[config.mk]
export PLATFORM = sky130hd
export DESIGN_NAME = mmm_front
export DESIGN_NICKNAME = d
export VERILOG_FILES = /design/src/mmm_pkg.sv /design/src/mmm_front.sv
export SDC_FILE = /design/constraint.sdc
export NUM_CORES = 1
export LEC_CHECK = 0
export ABC_AREA = 0
export BUFFER_PORTS_ARGS = -buffer_cell sky130_fd_sc_hd__buf_2
export CORE_MARGIN = 10
export CORE_UTILIZATION = 49
export CTS_BUF_LIST = sky130_fd_sc_hd__clkbuf_8
export DETAILED_ROUTE_END_ITERATION = 8
export PLACE_DENSITY = 0.87
export SLEW_MARGIN = 20
export SYNTH_ARGS = -nofsm -noshare
export SYNTH_HDL_FRONTEND = slang
export SYNTH_SLANG_ARGS = --single-unit
[constraint.sdc]
create_clock -name clk -period 6.8 [get_ports clk]
set_input_delay 0 -clock clk [delete_from_list [all_inputs] [get_ports clk]]
set_output_delay 0 -clock clk [all_outputs]
set_load 0.005 [all_outputs]
[src/mmm_pkg.sv]
// Package: opcodes, widths and queue entry type for the Montgomery multiplier.
`default_nettype none
package mmm_pkg;
  localparam int unsigned WORD_W = 64;
  localparam int unsigned IDX_W  = 2;

  typedef enum logic [1:0] {
    OP_LOAD_MOD  = 2'd0,
    OP_LOAD_NP   = 2'd1,
    OP_OPERAND   = 2'd2,
    OP_RESERVED  = 2'd3
  } opcode_t;

  // Classified work for the back end.
  typedef struct packed {
    opcode_t           op;
    logic [IDX_W-1:0]  idx;
    logic              start;   // last operand word: run the product
    logic [WORD_W-1:0] a;
    logic [WORD_W-1:0] b;
  } cmd_t;

  typedef enum logic [2:0] {
    ST_IDLE,
    ST_MUL,
    ST_ACC,
    ST_EMIT
  } state_t;

  typedef enum logic [1:0] {
    PH_AB,
    PH_MNP,
    PH_MN
  } phase_t;
endpackage
`default_nettype wire

[src/mmm_front.sv]
// Front end: filter and classify input items, push commands into a small queue.
`default_nettype none
module mmm_front #(
  parameter int unsigned NUM_WORDS = 4
) (
  input  wire logic            clk,
  input  wire logic            rst_n,
  input  wire logic            in_valid,
  output logic                 in_ready,
  input  wire logic [1:0]      in_opcode,
  input  wire logic [1:0]      in_word_index,
  input  wire logic [63:0]     in_a_word,
  input  wire logic [63:0]     in_b_word,
  output logic                 q_valid,
  input  wire logic            q_ready,
  output mmm_pkg::cmd_t        q_cmd
);
  import mmm_pkg::*;

  localparam int unsigned DEPTH = 2;

  cmd_t        fifo_r [DEPTH];
  logic        wp_r, rp_r;
  logic [1:0]  cnt_r;
  cmd_t        cmd;
  logic        keep, push, pop;

  always_comb begin
    cmd.op    = opcode_t'(in_opcode);
    cmd.idx   = in_word_index;
    cmd.a     = in_a_word;
    cmd.b     = in_b_word;
    cmd.start = (in_opcode == OP_OPERAND) &&
                ({30'd0, in_word_index} == 32'(NUM_WORDS - 1));
    // drop reserved opcodes and out-of-range indexes
    keep = (in_opcode != OP_RESERVED) && ({30'd0, in_word_index} < 32'(NUM_WORDS));
  end

  assign in_ready = (cnt_r != 2'(DEPTH));
  assign push     = in_valid && in_ready && keep;
  assign q_valid  = (cnt_r != 2'd0);
  assign pop      = q_valid && q_ready;
  assign q_cmd    = fifo_r[rp_r];

  always_ff @(posedge clk) begin
    if (push) begin
      fifo_r[wp_r] <= cmd;
    end
  end

  always_ff @(posedge clk) begin
    if (!rst_n) begin
      wp_r  <= 1'b0;
      rp_r  <= 1'b0;
      cnt_r <= 2'd0;
    end else begin
      if (push) wp_r <= ~wp_r;
      if (pop)  rp_r <= ~rp_r;
      cnt_r <= cnt_r + {1'b0, push} - {1'b0, pop};
    end
  end
endmodule
`default_nettype wire

==> results of run 1 <==
## stage by stage
stage / area [µm²] / setup slack, ps / hold WS (ps) / power, mW / std cells
final: 13900 / 4080 / 161 / 4.19 / 1192
after global routing: 13900 / 3860 / 166 / 4.39 / 1190
after CTS: 13900 / 4050 / 133 / 4.21 / 1187
after detailed placement: 11800 / 4060 / 191 / 2.91 / 976
after global placement: 11800 / 4110 / 187 / 2.89 / 976
after floorplan: 10200 / 2240 / 98.9 / 2.60 / 446
## power by group through the flow
| stage | clock network [mW] | logic, mW | registers, mW |
|---|---|---|---|
| 2_1_floorplan | 0 | 0.511 | 2.09 |
| 3_3_place_gp | 0 | 0.781 | 2.10 |
| 3_5_place_dp | 0 | 0.794 | 2.12 |
| 4_1_cts | 1.27 | 0.861 | 2.08 |
| 5_1_grt | 1.36 | 0.926 | 2.10 |
| 6_report | 1.25 | 0.862 | 2.08 |
## final cells by class
| class | instances | area (µm²) |
|---|---|---|
| Antenna cell | 5 | 12.5 |
| Sequential cell | 271 | 8090 |
| Multi-Input combinational cell | 160 | 1950 |
| Timing Repair Buffer | 409 | 2730 |
| Fill cell | 1270 | 6400 |
| Clock inverter | 32 | 155 |
| Tap cell | 270 | 338 |
| Clock buffer | 45 | 619 |
## logic make-up (layout without fill, tap and decap cells)
family / after synthesis / in the layout / synth area share [%]
DFF: 271 / 271 / 79.6
muxes: 134 / 134 / 17.4
and+or+nand+nor: 18 / 18 / 1.03
buffers and inverters: 15 / 486 / 1.29
AOI/OAI and AO/OA: 5 / 5 / 0.333
xor gates and xnor gates: 2 / 2 / 0.172
adders and majority gates: 1 / 1 / 0.123
other: 0 / 5 / 0
## worst max-delay path, stage by stage, from the launching register on
cell and delay [ps]:
sky130_fd_sc_hd__dfxtp_1 420, sky130_fd_sc_hd__nand2b_1 190, sky130_fd_sc_hd__and3_4 740, sky130_fd_sc_hd__buf_4 880
## cells in the final DEF (no fill, tap or decap), types with 5 or more instances in the layout
cell type	Yosys	layout
sky130_fd_sc_hd__clkbuf_8	0	45
sky130_fd_sc_hd__mux2_4	70	70
sky130_fd_sc_hd__edfxtp_1	266	266
sky130_fd_sc_hd__dlygate4sd3_1	0	134
sky130_fd_sc_hd__buf_2	6	270
sky130_fd_sc_hd__clkinv_2	0	7
sky130_fd_sc_hd__inv_1	0	13
sky130_fd_sc_hd__mux2_2	63	63
sky130_fd_sc_hd__diode_2	0	5
sky130_fd_sc_hd__buf_4	0	5
sky130_fd_sc_hd__clkinv_1	0	11
## cell usage after synthesis
master                       n  area [µm²]
sky130_fd_sc_hd__edfxtp_1  266        7990
sky130_fd_sc_hd__a21oi_1     2        10.0
sky130_fd_sc_hd__mux2_4     70        1050
sky130_fd_sc_hd__and2b_1     1        7.51
sky130_fd_sc_hd__xnor2_1     2        17.5
sky130_fd_sc_hd__dfxtp_1     5         100
sky130_fd_sc_hd__nor2_1      2        7.51
sky130_fd_sc_hd__or2_1       1        6.26
sky130_fd_sc_hd__nand3_1     1        5.00
sky130_fd_sc_hd__a211oi_1    1        7.51
sky130_fd_sc_hd__ha_1        1        12.5
sky130_fd_sc_hd__o21ai_0     1        5.00
sky130_fd_sc_hd__buf_6       9         101
sky130_fd_sc_hd__buf_2       6        30.0
sky130_fd_sc_hd__and2_1      4        25.0
sky130_fd_sc_hd__a21boi_2    1        11.3
sky130_fd_sc_hd__mux2i_1     1        10.0
sky130_fd_sc_hd__nand2_1     4        15.0
sky130_fd_sc_hd__nor3_2      1        10.0
sky130_fd_sc_hd__nand2b_1    2        12.5
sky130_fd_sc_hd__mux2_2     63         709
sky130_fd_sc_hd__and4b_1     1        10.0
sky130_fd_sc_hd__and3_1      1        6.26
## worst max path at each step
stage | from | slack (ps) | endpoint | depth (start not counted)
2_1_floorplan | cnt_r[0]$_SDFF_PN0_ | 2240 | fifo_r[0][0]$_DFFE_PP_ | 3
4_1_cts | cnt_r[0]$_SDFF_PN0_ | 4050 | fifo_r[1][52]$_DFFE_PP_ | 3
3_5_place_dp | cnt_r[0]$_SDFF_PN0_ | 4060 | fifo_r[1][74]$_DFFE_PP_ | 3
3_3_place_gp | cnt_r[0]$_SDFF_PN0_ | 4110 | fifo_r[1][120]$_DFFE_PP_ | 3
5_1_grt | cnt_r[0]$_SDFF_PN0_ | 3860 | fifo_r[1][83]$_DFFE_PP_ | 3
6_report | cnt_r[0]$_SDFF_PN0_ | 4080 | fifo_r[1][72]$_DFFE_PP_ | 3
## per-layer routing
| layer | wire (µm) | track usage (%) | part of all wire (%) |
|---|---|---|---|
| met5 | 0 | 0 | 0 |
| met4 | 606 | 6.74 | 2.5 |
| met3 | 2110 | 6.63 | 8.5 |
| met2 | 13300 | 32.0 | 54 |
| met1 | 8630 | 18.9 | 35 |
## sequential cells by signal, summed over array words and instances, names as in the netlist, named ones only
| register | flops |
|---|---|
| cnt_r | 2 |
| fifo_r | 266 |
| rp_r | 1 |
| wp_r | 1 |
## what timing repair did
| item | CTS | global route |
|---|---|---|
| setup buffers | 0 | 0 |
| hold buffers | 134 | 0 |
| endpoints found under the hold margin | 271 | 0 |
==> results.cfg, run 1 <==
[timing]
grt_setup_unrepaired = no
timing.max_slew.rel_slack_pct = 31.2
setup_violation_total_in_the_final_timing_report = 0
final.setup.tns_ps = 0
maxSlewViolCount = 0
period_share_pct = 40.0
finalCriticalPeriod_ps = 2720
highest_achievable_clock_rate_mhz = 367
finClkSkew_ps = 27.9
report.final.hold_viol_count = 0
worstMarginPinSlew_ps = 1030

[clock_tree]
cts-root-to-sink-buffers = 3
cts_resized = 0
clock-sinks = 271
clock_tree.root_cell = sky130_fd_sc_hd__clkbuf_8
clkSlewWorstSetupHoldPaths_ps = 60
cts_made_buffers = 44
cts_tree = done
htree_levels = 2
insertion_delay_ps = 520

[yosys]
register_bit_total_from_synthesis = 271
mapped_cell_area_um2 = 10200
yosysWarnings = 0
mapped_nets = 583
syn_inst = 446
netlist-cell-type-count = 23
ys_seq_area_share_pct = 79.6
post_synth.cell_area_avg_um2 = 22.8

[detailed_routing]
route.detailed.drc = 0
wire_per_inst_um = 20.7
detailroute.via_count = 5945
firstDrtPassIters = 4
route.final.wire_length_mm = 24.7
routed_via_density = 4.99
drt.antenna.violating_nets = 0
dr.first_iter.drc_count = 457

[power]
comb_power_share_pct = 20.6
worst_ir_drop_vdd_mv = 0.235
powerDensity_nw_per_um2 = 302
flop_pwr_share_pct = 49.7
power.clock.fraction_pct = 29.7
p_switching_mw = 1.06
internal-power_mw = 3.14
power.switching_fraction_pct = 25.2
p_leak_nw = 5.40

[run]
max-cap-violations = 0

[setup_path]
timing_worst_setup_path_type = reg2reg
worstRegToRegCells = 3
timing.critical_path.required_ps = 6930
endpoint_of_the_most_critical_register_to_register_path = fifo_r[1][72]$_DFFE_PP_
ff_to_ff_setup_slack_ps = 4080
setup.worst_path.start_class = flip-flop
worst_setup_end_kind = flip-flop
path_max_fanout = 75
reg2reg_from = cnt_r[0]$_SDFF_PN0_
critical_path_arrival_ps = 2850

[global_route]
largest_net_degree_at_the_start_of_global_routing = 76
vias_in_the_first_global_route = 6746
grt_pass1_wl_mm = 37.6
antenna_found_initial = 3
global_route.overflow_total = 0
grt_usage_pct = 17.9

[placement]
gp_congestion = 0.708
hpwl_mm = 14.6
placement.io_buffers = 270

[outcome]
run_status = finished, final reports clean

[final_layout]
final_net_count = 1023
share_of_the_core_filled_with_cells_pct = 68.5
area.growth.synth_to_final_pct = 36.8
post_route_cells_drive_above_1_share_pct = 50.8

[floorplan]
floorplan.die_area_um2 = 26900
chipHeight_um = 164
die_x_extent_um = 164
effective_utilization_at_floorplan_pct = 50.0
ioPinCount = 271
core-area_um2 = 20300
rows = 52

[worst_hold_path]
hp-start = in_valid
class_of_the_most_critical_hold_timing_path = in2reg
whs_path_depth = 5
timing.hold.worst_endpoint = wp_r$_SDFFE_PN0P_
Power figures use the tool's default switching activity.
==> run 2: changes to the inputs <==
--- a/config.mk
+++ b/config.mk
@@ -5,7 +5,7 @@
 export SDC_FILE = /design/constraint.sdc
 export NUM_CORES = 1
 export LEC_CHECK = 0
-export ABC_AREA = 0
+export ABC_AREA = 1
 export BUFFER_PORTS_ARGS = -buffer_cell sky130_fd_sc_hd__buf_2
 export CORE_MARGIN = 10
 export CORE_UTILIZATION = 49
==> constraint.sdc (replaced) <==
create_clock -name clk -period 2.4 [get_ports clk]
set_input_delay 0 -clock clk [delete_from_list [all_inputs] [get_ports clk]]
set_output_delay 0 -clock clk [all_outputs]
set_load 0.005 [all_outputs]
==> run 2 against run 1 <==
Compared with the run above:
- cell count rose by 0.67%
- clock-buffer cell count did not move
- register-to-register slack got worse by 3400 ps
- sequential cell count did not move
- largest cell class unchanged
- highest routed layer unchanged
==> results.cfg, run 2 <==
[yosys]
post_synth_and_or_nand_nor_area_fraction_pct = 0.766
yosysWarnings = 0
netlist_top_cells_count = 266 x sky130_fd_sc_hd__edfxtp_1, 70 x sky130_fd_sc_hd__mux2_4, 63 x sky130_fd_sc_hd__mux2_2
ys_seq_area_share_pct = 79.8
mapped_cell_area_um2 = 10100
post_synth.cell_area_avg_um2 = 22.4
netlist-cell-type-count = 15
ys_async_sr_fraction_pct = 0
synthMostInstantiatedCell = sky130_fd_sc_hd__edfxtp_1
synth.area.top_cells = sky130_fd_sc_hd__edfxtp_1 79%, sky130_fd_sc_hd__mux2_4 10%, sky130_fd_sc_hd__mux2_2 7.0%, sky130_fd_sc_hd__buf_6 1.0%, sky130_fd_sc_hd__dfxtp_1 0.99%
synth_compound_gate_area_share_pct = 0.247
most_used_dff_post_synth = sky130_fd_sc_hd__edfxtp_1
syn_inst = 453
synth_largest_type_area_fraction_pct = 78.8
synth-adder-area-share_pct = 0.123
synth_edf_count = 266
largest_family_of_logic_cells_by_synthesized_area = multiplexers
register_bit_total_from_synthesis = 271
synthXorXnorAreaFrac_pct = 0.0864
synthMuxAreaShare_pct = 17.4
mapped_nets = 590
yosysTopAreaCell = sky130_fd_sc_hd__edfxtp_1

[clock_tree]
htree_levels = 2
clock_tree.root_cell = sky130_fd_sc_hd__clkbuf_8
insertion_delay_ps = 520
cts_post_setup_buffers_inserted = 0
cts_tree = done
clock-sinks = 271
clkSlewWorstSetupHoldPaths_ps = 70
cts_made_buffers = 42
cts_resized = 0
cts-root-to-sink-buffers = 3

[final_layout]
area.growth.synth_to_final_pct = 39.0
largest_reg_flops = 266
biggestRegsByFlops = fifo_r (266), cnt_r (2)
post_route_cells_drive_above_1_share_pct = 51.2
stdcell_area_um2 = 14100
share_of_the_core_filled_with_cells_pct = 69.4
mostFrequentLayoutCell = sky130_fd_sc_hd__buf_2
largest-register = fifo_r
final_net_count = 1038
mostFrequentLayoutCells = 270 x sky130_fd_sc_hd__buf_2, 266 x sky130_fd_sc_hd__edfxtp_1, 135 x sky130_fd_sc_hd__dlygate4sd3_1

[detailed_routing]
route.final.wire_length_mm = 24.5
detailroute.via_count = 5956
dr_wl_met3_mm = 2.17
routed.top_layer = met4
dr_wl_met2_mm = 12.9
dr.first_iter.drc_count = 321
routedLengthMet1_mm = 8.93
firstDrtPassIters = 4
wire_per_inst_um = 20.4
routed_via_density = 4.96
route.detailed.drc = 0
drt.antenna.violating_nets = 0

[setup_path]
worst_setup_end_kind = primary output
critical_path_arrival_ps = 2060
timing.critical_path.cells = buf_12 > mux2_2 > buf_2
path_max_fanout = 55
reg2reg_from = cnt_r[0]$_SDFF_PN0_
ff_to_ff_setup_slack_ps = 720
worstRegToRegCells = 5
critPathMaxStageDelay_ps = 570
endpoint_of_the_most_critical_register_to_register_path = fifo_r[0][113]$_DFFE_PP_
worstPathBufferInverterCount = 2
timing.critical_path.required_ps = 2400
timing_worst_setup_path_type = reg2out
setup.worst_path.start_class = flip-flop
timing.critical_path.max_delay_family = flip-flops
cpMaxStageDelayCell = sky130_fd_sc_hd__dfxtp_4

[global_route]
grt_pass1_wl_mm = 37.2
grt_usage_pct = 17.7
vias_in_the_first_global_route = 6536
largest_net_degree_at_the_start_of_global_routing = 78
global_route.overflow_total = 0
antenna_found_initial = 1

[placement]
placement.io_buffers = 270
gp_congestion = 0.752
hpwl_mm = 14.4
postPlaceCellArea_um2 = 11900

[power]
p_leak_nw = 5.51
flop_pwr_share_pct = 47.3
internal-power_mw = 9.43
power.switching_fraction_pct = 25.5
p_switching_mw = 3.22
power.clock.fraction_pct = 29.6
powerDensity_nw_per_um2 = 898
worst_ir_drop_vdd_mv = 0.585
comb_power_share_pct = 23.1
p_total_mw = 12.6

[timing]
timing.max_slew.rel_slack_pct = 59.9
highest_achievable_clock_rate_mhz = 486
setup_violation_total_in_the_final_timing_report = 0
finClkSkew_ps = 19.4
grt_setup_unrepaired = no
maxSlewViolCount = 0
finalCriticalPeriod_ps = 2060
worstMarginPinSlew_ps = 600
period_share_pct = 85.8
report.final.hold_viol_count = 0
hold-worst-slack_ps = 205
final.setup.tns_ps = 0

[floorplan]
rows = 52
chipHeight_um = 164
die_x_extent_um = 164
ioPinCount = 271
floorplan.die_area_um2 = 26800
core-area_um2 = 20300
effective_utilization_at_floorplan_pct = 49.9

[worst_hold_path]
whs_path_depth = 2
hp-start = in_b_word[34]
timing.hold.worst_endpoint = fifo_r[0][34]$_DFFE_PP_
class_of_the_most_critical_hold_timing_path = in2reg

[run]
max-cap-violations = 0

[outcome]
run_status = finished, final reports clean
[run 2: final cells by class]
cell class,count,area [µm²]
inverter,8,30.0
multi-input combinational,159,1910
sequential,271,8090
clock inverter,27,185
timing repair buffer,419,2910
clock buffer,45,619
antenna,1,2.50
tap,270,338
fill,1224,6210
[run 2: cell families after synthesis]
logic type                 after synthesis
DFF                                    271
muxes                                  133
buffers and inverters                   23
and+or+nand+nor                         19
AOI/OAI and AO/OA                        5
xor gates and xnor gates                 1
adders and majority gates                1
[run 2: how the worst max path moves through the flow]
stage | startpoint | endpoint | cells past startpoint
4_1_cts | flip-flop | q_cmd[7] | 3
3_3_place_gp | cnt_r[0]$_SDFF_PN0_ | fifo_r[0][114]$_DFFE_PP_ | 5
3_5_place_dp | cnt_r[0]$_SDFF_PN0_ | fifo_r[0][118]$_DFFE_PP_ | 5
2_1_floorplan | cnt_r[0]$_SDFF_PN0_ | fifo_r[1][0]$_DFFE_PP_ | 4
6_report | flip-flop | q_cmd[1] | 3
5_1_grt | flip-flop | q_cmd[1] | 3
[run 2: through the flow]
step	worst slack, ps	instances
floorplan	-610	453
global placement	695	992
detailed placement	698	992
CTS	308	1199
global route	234	1200
finish	341	1200
[run 2: timing repair]
item                                    in CTS  in global routing
endpoints found under the setup margin       0                  0
hold buffers                               135                  0
hold endpoints to repair                   271                  0
[run 2: layer usage]
layer	vias to the layer above	global-route usage, %
li1	2679	-
met1	2937	19.6
met2	297	31.0
met3	43	6.56
met4	0	5.24
met5	-	0
[run 2: power by group through the flow]
stage / clock network [mW] / logic (mW) / registers, mW
6_report: 3.74 / 2.92 / 5.99
2_1_floorplan: 0 / 1.66 / 6.02
5_1_grt: 4.02 / 3.14 / 6.03
4_1_cts: 3.76 / 2.93 / 5.98
3_3_place_gp: 0 / 2.70 / 6.04
3_5_place_dp: 0 / 2.74 / 6.08
==> run 3: changes to the inputs <==
--- a/config.mk
+++ b/config.mk
@@ -6,7 +6,7 @@
 export NUM_CORES = 1
 export LEC_CHECK = 0
 export ABC_AREA = 1
-export BUFFER_PORTS_ARGS = -buffer_cell sky130_fd_sc_hd__buf_2
+export BUFFER_PORTS_ARGS = -buffer_cell sky130_fd_sc_hd__buf_4
 export CORE_MARGIN = 10
 export CORE_UTILIZATION = 49
 export CTS_BUF_LIST = sky130_fd_sc_hd__clkbuf_8
==> run 3 against run 2 <==
Compared with the run above:
- worst hold slack worse by 7.3 ps
- critical path depth unchanged
- critical path type unchanged
- via count shrank 0.86%
==> results.cfg, run 3 (synthesis gave the netlist of run 2 again) <==
[outcome]
run_status = finished, final reports clean

[global_route]
largest_net_degree_at_the_start_of_global_routing = 83
vias_in_the_first_global_route = 6586
grt_busiest_layer = met2
grt_usage_pct = 18.5
globalRouteMet3Util_pct = 6.26
global_route.overflow_total = 0
grt_pass1_wl_mm = 38.5
antenna_found_initial = 1
gr-usage-met2_pct = 33.7
global_route.usage.met1_pct = 20.1

[final_layout]
largest_reg_flops = 266
mostFrequentLayoutCells = 272 x sky130_fd_sc_hd__buf_4, 266 x sky130_fd_sc_hd__edfxtp_1, 135 x sky130_fd_sc_hd__dlygate4sd3_1
nFillCells = 1164
area.growth.synth_to_final_pct = 45.1
largest-register = fifo_r
final_net_count = 1035
post_route_cells_drive_above_1_share_pct = 51.0
biggestRegsByFlops = fifo_r (266), cnt_r (2)
mostFrequentLayoutCell = sky130_fd_sc_hd__buf_4
stdcell_area_um2 = 14700

[floorplan]
effective_utilization_at_floorplan_pct = 49.9
floorplan.die_area_um2 = 26800
die_x_extent_um = 164
ioPinCount = 271
rows = 52
core-area_um2 = 20300
chipHeight_um = 164

[worst_hold_path]
hp-start = in_b_word[9]
whs_path_depth = 2
timing.hold.worst_endpoint = fifo_r[1][9]$_DFFE_PP_
class_of_the_most_critical_hold_timing_path = in2reg

[detailed_routing]
drt.antenna.violating_nets = 0
routed_via_density = 4.92
route.detailed.drc = 0
dr.first_iter.drc_count = 340
detailroute.via_count = 5905
firstDrtPassIters = 5
wire_per_inst_um = 21.3
route.final.wire_length_mm = 25.6

[setup_path]
worstPathBufferInverterCount = 2
timing_worst_setup_path_type = reg2out
ff_to_ff_setup_slack_ps = 750
worst_setup_end_kind = primary output
reg2reg_from = cnt_r[0]$_SDFF_PN0_
path_max_fanout = 68
timing.critical_path.max_delay_family = buffers and inverters
worstRegToRegCells = 5
timing.critical_path.depth = 3
timing.critical_path.cells = buf_12 > mux2_2 > buf_4
cpMaxStageDelayCell = sky130_fd_sc_hd__mux2_2
timing.critical_path.required_ps = 2400
critPathMaxStageDelay_ps = 410
critical_path_arrival_ps = 1890
endpoint_of_the_most_critical_register_to_register_path = fifo_r[0][58]$_DFFE_PP_
setup.worst_path.start_class = flip-flop

[power]
comb_power_share_pct = 26.2
p_leak_nw = 5.72
powerDensity_nw_per_um2 = 878
power.switching_fraction_pct = 25.8
power.clock.fraction_pct = 27.7
flop_pwr_share_pct = 46.1
internal-power_mw = 9.59
worst_ir_drop_vdd_mv = 0.644
p_switching_mw = 3.33

[placement]
gp_congestion = 0.722
postPlaceCellArea_um2 = 12600
placement.io_buffers = 270
placement.setup.worst_slack_ps = 720
hpwl_mm = 15.0

[clock_tree]
cts_tree = done
clock-sinks = 271
insertion_delay_ps = 530
htree_levels = 2
clock_tree.root_cell = sky130_fd_sc_hd__clkbuf_8
cts_post_setup_buffers_inserted = 0
cts_made_buffers = 43
clkSlewWorstSetupHoldPaths_ps = 60
cts-root-to-sink-buffers = 3

[timing]
finalCriticalPeriod_ps = 1890
highest_achievable_clock_rate_mhz = 528
maxSlewViolCount = 0
grt_setup_unrepaired = no
hold-worst-slack_ps = 198
setup_violation_total_in_the_final_timing_report = 0
worstMarginPinSlew_ps = 537
period_share_pct = 78.9
finClkSkew_ps = 24.2
report.final.hold_viol_count = 0
timing.final.ws_setup_ps = 507
timing.max_slew.rel_slack_pct = 64.2

[run]
max-cap-violations = 0
[run 3: cell types whose count changed in the layout (fill, tap and decap cells not counted), sizes merged]
cell and delta:
inv +1, bufinv -2, clkinv +4, buf -4, clkinvlp +1
[run 3: area by class of cell]
cell class	instances	area, µm²	share of cell area [%]
tap	270	338	2.30
multi-input combinational	159	1910	13.0
clock buffer	45	619	4.21
antenna	1	2.50	0.0170
inverter	8	30.0	0.204
sequential	271	8090	55.0
timing repair buffer	415	3550	24.2
clock inverter	31	155	1.06
[run 3: worst max path at each step]
| stage | to | slack (ps) |
|---|---|---|
| floorplan | fifo_r[1][0]$_DFFE_PP_ | -610 |
| global placement | fifo_r[0][53]$_DFFE_PP_ | 730 |
| detailed placement | fifo_r[0][59]$_DFFE_PP_ | 720 |
| CTS | q_cmd[0] | 480 |
| global route | q_cmd[0] | 420 |
| finish | q_cmd[1] | 510 |
[run 3: power groups by stage]
stage,registers [mW],logic [mW],clock network [mW]
2_1_floorplan,6.02,1.66,0
3_3_place_gp,6.00,3.15,0
3_5_place_dp,6.04,3.19,0
4_1_cts,5.94,3.38,3.60
5_1_grt,6.00,3.60,3.87
6_report,5.96,3.38,3.57
[run 3: routing by layer]
metal | share of wire [%] | vias up | wire (µm)
li1 | - | 2681 | -
met1 | 35 | 2894 | 8930
met2 | 54 | 292 | 13900
met3 | 9.0 | 38 | 2300
met4 | 1.8 | 0 | 458
met5 | 0 | - | 0
[run 3: metrics by stage]
stage | TNS, ps | util [%] | power, mW | instances
2_1_floorplan | -158600 | - | 7.68 | 453
3_3_place_gp | 0 | 62.0 | 9.15 | 988
3_5_place_dp | 0 | 62.0 | 9.22 | 988
4_1_cts | 0 | 72.4 | 12.9 | 1199
5_1_grt | 0 | 72.4 | 13.5 | 1200
6_report | 0 | 72.4 | 12.9 | 1200
[run 3: repair_timing]
| action | 4_1_cts | 5_1_grt |
|---|---|---|
| hold endpoints to repair | 273 | 0 |
| hold buffers | 135 | 0 |
| resized for setup | 0 | 0 |
